==> src/sv/integer_square_root_rounded_top_defines.svh <==
// ---------------------------------------------------------------------------
// Assertion macros shared by the square root block.
// ---------------------------------------------------------------------------
`ifndef INTEGER_SQUARE_ROOT_ROUNDED_TOP_DEFINES_SVH
`define INTEGER_SQUARE_ROOT_ROUNDED_TOP_DEFINES_SVH

// Same-cycle implication, checked outside reset.
`define ISR_ASSERT_SAME(lbl, ante, cons, msg) \
  lbl: assert property (@(posedge clk) disable iff (!rst_n) (ante) |-> (cons)) \
    else $error(msg);

// Next-cycle implication, checked outside reset.
`define ISR_ASSERT_NEXT(lbl, ante, cons, msg) \
  lbl: assert property (@(posedge clk) disable iff (!rst_n) (ante) |=> (cons)) \
    else $error(msg);

`endif

==> src/sv/isr_pkg.sv <==
// ---------------------------------------------------------------------------
// isr_pkg
// Types and constants shared by the square root pipeline.
// ---------------------------------------------------------------------------
package isr_pkg;

  localparam int unsigned WORD_W  = 32;
  localparam int unsigned DIGIT_W = 2;

  // Working set carried down the digit pipeline.
  typedef struct packed {
    logic [WORD_W-1:0] rem;
    logic [WORD_W-1:0] src;
    logic [WORD_W-1:0] root;
    logic [WORD_W-1:0] value;
    logic              pass;
  } stage_t;

endpackage

==> src/sv/integer_square_root_rounded_top.sv <==
// ---------------------------------------------------------------------------
// integer_square_root_rounded_top
// Rounded integer square root of a signed 32-bit operand, fully pipelined.
// ---------------------------------------------------------------------------
// Usage:
//   Operands arrive on in_value with in_valid; a transfer happens at a clock
//   edge where in_valid is high and in_stall is low. Results leave on
//   out_root with out_valid and transfer when out_stall is low.
//   Operands of one or less, negative ones included, come back unchanged.
//   Each result passes one register per root digit, then a 32x32 squaring
//   stage, a subtract stage and the rounding/output register.
//   Throughput is one operand per cycle unless the receiver stalls; the digit
//   compare-subtract and the squaring multiplier each occupy their own stage.
//   When the receiver stalls a held result, the whole pipeline freezes and
//   in_stall rises in the same cycle; nothing is dropped or repeated.
//   Reset (synchronous, active low) clears every valid bit; data in flight
//   is discarded. No result is pending after reset.
// ---------------------------------------------------------------------------
`include "integer_square_root_rounded_top_defines.svh"

module integer_square_root_rounded_top #(
  parameter int unsigned ROOT_STEPS = 16
) (
  input  logic               clk,
  input  logic               rst_n,
  input  logic               in_valid,
  output logic               in_stall,
  input  logic signed [31:0] in_value,
  output logic               out_valid,
  input  logic               out_stall,
  output logic signed [31:0] out_root
);

  localparam int unsigned W = isr_pkg::WORD_W;

  logic                 en;
  logic [ROOT_STEPS:0]  vld;
  isr_pkg::stage_t      stg [ROOT_STEPS+1];
  logic [W-1:0]         raw;

  logic                 m_valid_r;
  logic [W-1:0]         m_root_r;
  logic [W-1:0]         m_sq_r;
  logic [W-1:0]         m_value_r;
  logic                 m_pass_r;

  logic                 d_valid_r;
  logic [W-1:0]         d_root_r;
  logic [W-1:0]         d_diff_r;
  logic [W-1:0]         d_rm1_r;
  logic [W-1:0]         d_value_r;
  logic                 d_pass_r;

  logic                 out_valid_r;
  logic [W-1:0]         out_root_r;
  logic [W-1:0]         out_root_nxt;

  // The pipeline advances unless a finished result is held by the receiver.
  assign en       = !out_valid_r || !out_stall;
  assign in_stall = !en;

  assign raw = in_value;

  // Field order: rem, src, root, value, pass.
  assign stg[0] = {{W{1'b0}}, raw, {W{1'b0}}, raw,
                   raw[W-1] || (raw <= {{(W-1){1'b0}}, 1'b1})};
  assign vld[0] = in_valid;

  for (genvar k = 0; k < ROOT_STEPS; k++) begin : g_step
    isr_step u_step (
      .clk     (clk),
      .rst_n   (rst_n),
      .en      (en),
      .valid_i (vld[k]),
      .stage_i (stg[k]),
      .valid_o (vld[k+1]),
      .stage_o (stg[k+1])
    );
  end

  // Squaring stage; only the low word of the product is kept.
  always_ff @(posedge clk) begin
    if (!rst_n) begin
      m_valid_r <= 1'b0;
    end else if (en) begin
      m_valid_r <= vld[ROOT_STEPS];
    end
  end

  always_ff @(posedge clk) begin
    if (en) begin
      m_root_r  <= stg[ROOT_STEPS].root;
      m_sq_r    <= stg[ROOT_STEPS].root * stg[ROOT_STEPS].root;
      m_value_r <= stg[ROOT_STEPS].value;
      m_pass_r  <= stg[ROOT_STEPS].pass;
    end
  end

  // Residual and root minus one, both modulo 2^32.
  always_ff @(posedge clk) begin
    if (!rst_n) begin
      d_valid_r <= 1'b0;
    end else if (en) begin
      d_valid_r <= m_valid_r;
    end
  end

  always_ff @(posedge clk) begin
    if (en) begin
      d_root_r  <= m_root_r;
      d_diff_r  <= m_value_r - m_sq_r;
      d_rm1_r   <= m_root_r - {{(W-1){1'b0}}, 1'b1};
      d_value_r <= m_value_r;
      d_pass_r  <= m_pass_r;
    end
  end

  always_comb begin
    if (d_pass_r) begin
      out_root_nxt = d_value_r;
    end else if (d_diff_r >= d_rm1_r) begin
      out_root_nxt = d_root_r + {{(W-1){1'b0}}, 1'b1};
    end else begin
      out_root_nxt = d_root_r;
    end
  end

  always_ff @(posedge clk) begin
    if (!rst_n) begin
      out_valid_r <= 1'b0;
    end else if (en) begin
      out_valid_r <= d_valid_r;
    end
  end

  always_ff @(posedge clk) begin
    if (en) begin
      out_root_r <= out_root_nxt;
    end
  end

  assign out_valid = out_valid_r;
  assign out_root  = $signed(out_root_r);

  `ISR_ASSERT_NEXT(a_sq_to_sub, en && m_valid_r, d_valid_r, "squared item lost before subtract")
  `ISR_ASSERT_NEXT(a_sub_to_out, en && d_valid_r, out_valid_r, "item lost before output")
  `ISR_ASSERT_NEXT(a_freeze_steps, !en, $stable(vld[ROOT_STEPS:1]), "digit stages moved in stall")
  `ISR_ASSERT_SAME(a_stall_only_full, in_stall, out_valid_r, "input stalled with no result held")

endmodule

==> src/sv/isr_step.sv <==
// ---------------------------------------------------------------------------
// isr_step
// One registered step of the restoring digit-by-digit square root: shifts two
// operand bits into the remainder, tries a subtract and sets one root bit.
// ---------------------------------------------------------------------------
module isr_step (
  input  logic            clk,
  input  logic            rst_n,
  input  logic            en,
  input  logic            valid_i,
  input  isr_pkg::stage_t stage_i,
  output logic            valid_o,
  output isr_pkg::stage_t stage_o
);

  logic                           valid_r;
  isr_pkg::stage_t                stage_r;
  isr_pkg::stage_t                stage_nxt;
  logic [isr_pkg::WORD_W-1:0]     root_dbl;
  logic [isr_pkg::WORD_W-1:0]     rem_sh;
  logic [isr_pkg::WORD_W-1:0]     trial;

  always_comb begin
    root_dbl = {stage_i.root[isr_pkg::WORD_W-2:0], 1'b0};
    rem_sh   = {stage_i.rem[isr_pkg::WORD_W-isr_pkg::DIGIT_W-1:0],
                stage_i.src[isr_pkg::WORD_W-1 -: isr_pkg::DIGIT_W]};
    trial    = {root_dbl[isr_pkg::WORD_W-2:0], 1'b1};

    stage_nxt       = stage_i;
    stage_nxt.src   = {stage_i.src[isr_pkg::WORD_W-isr_pkg::DIGIT_W-1:0],
                       {isr_pkg::DIGIT_W{1'b0}}};
    stage_nxt.root  = root_dbl;
    stage_nxt.rem   = rem_sh;
    if (rem_sh >= trial) begin
      stage_nxt.root = root_dbl + {{(isr_pkg::WORD_W-1){1'b0}}, 1'b1};
      stage_nxt.rem  = rem_sh - trial;
    end
  end

  always_ff @(posedge clk) begin
    if (!rst_n) begin
      valid_r <= 1'b0;
    end else if (en) begin
      valid_r <= valid_i;
    end
  end

  always_ff @(posedge clk) begin
    if (en) begin
      stage_r <= stage_nxt;
    end
  end

  assign valid_o = valid_r;
  assign stage_o = stage_r;

endmodule

==> config.mk <==
export PLATFORM = sky130hd
export DESIGN_NAME = integer_square_root_rounded_top
export DESIGN_NICKNAME = d
export VERILOG_FILES = /design/src/sv/isr_pkg.sv /design/src/sv/integer_square_root_rounded_top.sv /design/src/sv/isr_step.sv
export VERILOG_INCLUDE_DIRS = /design/src /design/src/sv
export SDC_FILE = /design/constraint.sdc
export NUM_CORES = 2
export LEC_CHECK = 0
export BUFFER_PORTS_ARGS = -buffer_cell sky130_fd_sc_hd__buf_2
export CORE_ASPECT_RATIO = 0.6
export CORE_UTILIZATION = 45
export CTS_CLUSTER_SIZE = 8
export DETAILED_ROUTE_END_ITERATION = 7
export GPL_ROUTABILITY_DRIVEN = 0
export SLEW_MARGIN = 20
export SYNTH_ARGS = -nofsm -noshare
export SYNTH_HDL_FRONTEND = slang
export SYNTH_HIERARCHICAL = 1
export SYNTH_SLANG_ARGS = --single-unit
export TNS_END_PERCENT = 50
==> constraint.sdc <==
create_clock -name clk -period 123.9 [get_ports clk]
set_input_delay 30.975 -clock clk [delete_from_list [all_inputs] [get_ports clk]]
set_output_delay 30.975 -clock clk [all_outputs]
set_load 0.005 [all_outputs]
==> flow_summary.ini <==
[run_status]
status = finished clean

[floorplan]
coreArea_mm2 = 0.2397
ios = 70
die_area_mm2 = 0.2436
num_rows = 139
start_util_pct = 45.35
fp.dieW_um = 636.5
die_y_um = 382.7

[worst_setup_path]
r2r_end = m_sq_r[25]$_DFFE_PN_
worstSetupEndpointType = primary output
path_max_fanout = 33
worst-setup-path-type = input pin to primary output
worst-r2r-cell-count = 26
critPathArrivalTime_ns = 31.79
crit_path_end = in_stall
start_kind = input pin
rrSetupSlack_ns = 115.75
r2r_start = g_step[15].u_step/stage_o[47]$_DFFE_PP_
required_ns = 92.92
critPathLaunch = out_stall

[clock_network]
cts.reportedPaths.clkPinSlew_ns = 0.05
insertion_delay_ns = 0.85
cts_buffer_depth = 4
cts_setup_buffers = 0
htreeDepth = 5
cts_root_buffer = clkbuf_16
cts_tree = built
cts-buffers-inserted = 291
cts_resized = 0
cts_sinks = 1976
cts_hold_buf = 0

[synth]
netlist_area_mm2 = 0.1087
syn_area_per_cell_um2 = 12.08
syn_inst = 9000
ys_warn_count = 6

[sta]
period_minus_slack_ns = 62.77
timing.fmax_ghz = 0.01593
worst_slew_pin_slew_ns = 1.086
setup_tns_ns = 0
timing.final.crit_share_pct = 50.66
rsz0062_at_grt = false
skew_ns = 0.06648
hold_violations = 0
slew_viol_final = 0
setup-violations-final = 0
timing.slew.headroom_pct = 26.98

[global_routing]
use_met2_pct = 26.83
grt_overflow_total = 0
grt_pass1_wl_um = 379700
met3_usage_pct = 4.908
grt_pass1_vias = 66020
grt_busiest_layer = met1
antenna_found_initial = 7
grt_max_degree = 177
grt_usage_pct = 19.83
met1_usage_pct = 31.11

[routing]
antenna_left = 0
totalWireLength_um = 243900
drt-initial-drc-count = 6789
vias = 68140
first_pass_iters = 6
vias_per_cell = 5.453
wl_per_cell_um = 19.52
route.detailed.drc = 0

[flow_run]
cap_violations = 0

[finish]
drive_gt1_share_pct = 6.158
layout_commonest_cell = edfxtp_1
fin_nets = 10400
layout_common_cells = edfxtp_1 (1957), inv_1 (1208), nand2_1 (915)
synthToLayoutAreaGrowth_pct = 10.75

[place]
io_buffers = 69
dp_hpwl_um = 179300

[hold_path]
hold_path_class = register to register
per-layer routing:
metal	share of wire [%]	wire (um)
met1	49	120400
met2	39	95810
met3	8.7	21220
met4	2.6	6458
met5	0	0
sequential cells by signal, indices dropped and copies added, names as in the netlist, 30 cells and up:
register               flops
g_step.u_step/stage_o   1701
d_diff_r                  32
d_rm1_r                   32
d_root_r                  32
d_value_r                 32
m_root_r                  32
m_value_r                 32
out_root                  32
m_sq_r                    30
through the flow:
| stage | std cells | hold slack (ns) | util [%] | area (um2) | worst slack [ns] |
|---|---|---|---|---|---|
| floorplan | 9116 | 0.4003 | - | 109100 | 15.90 |
| global placement | 12170 | 0.4007 | 47.00 | 112600 | 61.09 |
| detailed placement | 12170 | 0.4045 | 47.00 | 112600 | 61.08 |
| CTS | 12490 | 0.3920 | 50.22 | 120400 | 61.08 |
| global route | 12490 | 0.4072 | 50.22 | 120400 | 61.01 |
| finish | 12500 | 0.3953 | 50.23 | 120400 | 61.13 |
area by class of cell:
cell class | instances | area [um2]
Fill cell | 20720 | 119300
Sequential cell | 1976 | 59150
Multi-Input combinational cell | 5692 | 44190
Clock buffer | 299 | 7418
Inverter | 1208 | 4534
Tap cell | 3172 | 3969
Timing Repair Buffer | 124 | 795.8
Clock inverter | 22 | 310.3
Antenna cell | 4 | 10.01
worst max-delay path, stage by stage:
cell and delay (ns):
buf_2 0.11, nand2_4 0.37, inv_1 0.17, buf_2 0.17
how the worst min path moves through the flow:
stage | cells past startpoint | to | from
floorplan | 0 | d_pass_r$_DFFE_PN_ | m_pass_r$_DFFE_PN_
global placement | 0 | g_step[15].u_step/stage_o[32]$_DFFE_PP_ | g_step[14].u_step/stage_o[32]$_DFFE_PP_
detailed placement | 0 | g_step[10].u_step/stage_o[94]$_DFFE_PP_ | g_step[9].u_step/stage_o[92]$_DFFE_PP_
CTS | 0 | g_step[8].u_step/stage_o[3]$_DFFE_PP_ | g_step[7].u_step/stage_o[3]$_DFFE_PP_
global route | 0 | m_value_r[15]$_DFFE_PN_ | g_step[15].u_step/stage_o[16]$_DFFE_PP_
finish | 0 | m_value_r[15]$_DFFE_PN_ | g_step[15].u_step/stage_o[16]$_DFFE_PP_
Power is not shown: default switching activity piles up to over one toggle a cycle in this logic, so the estimate is an artifact.
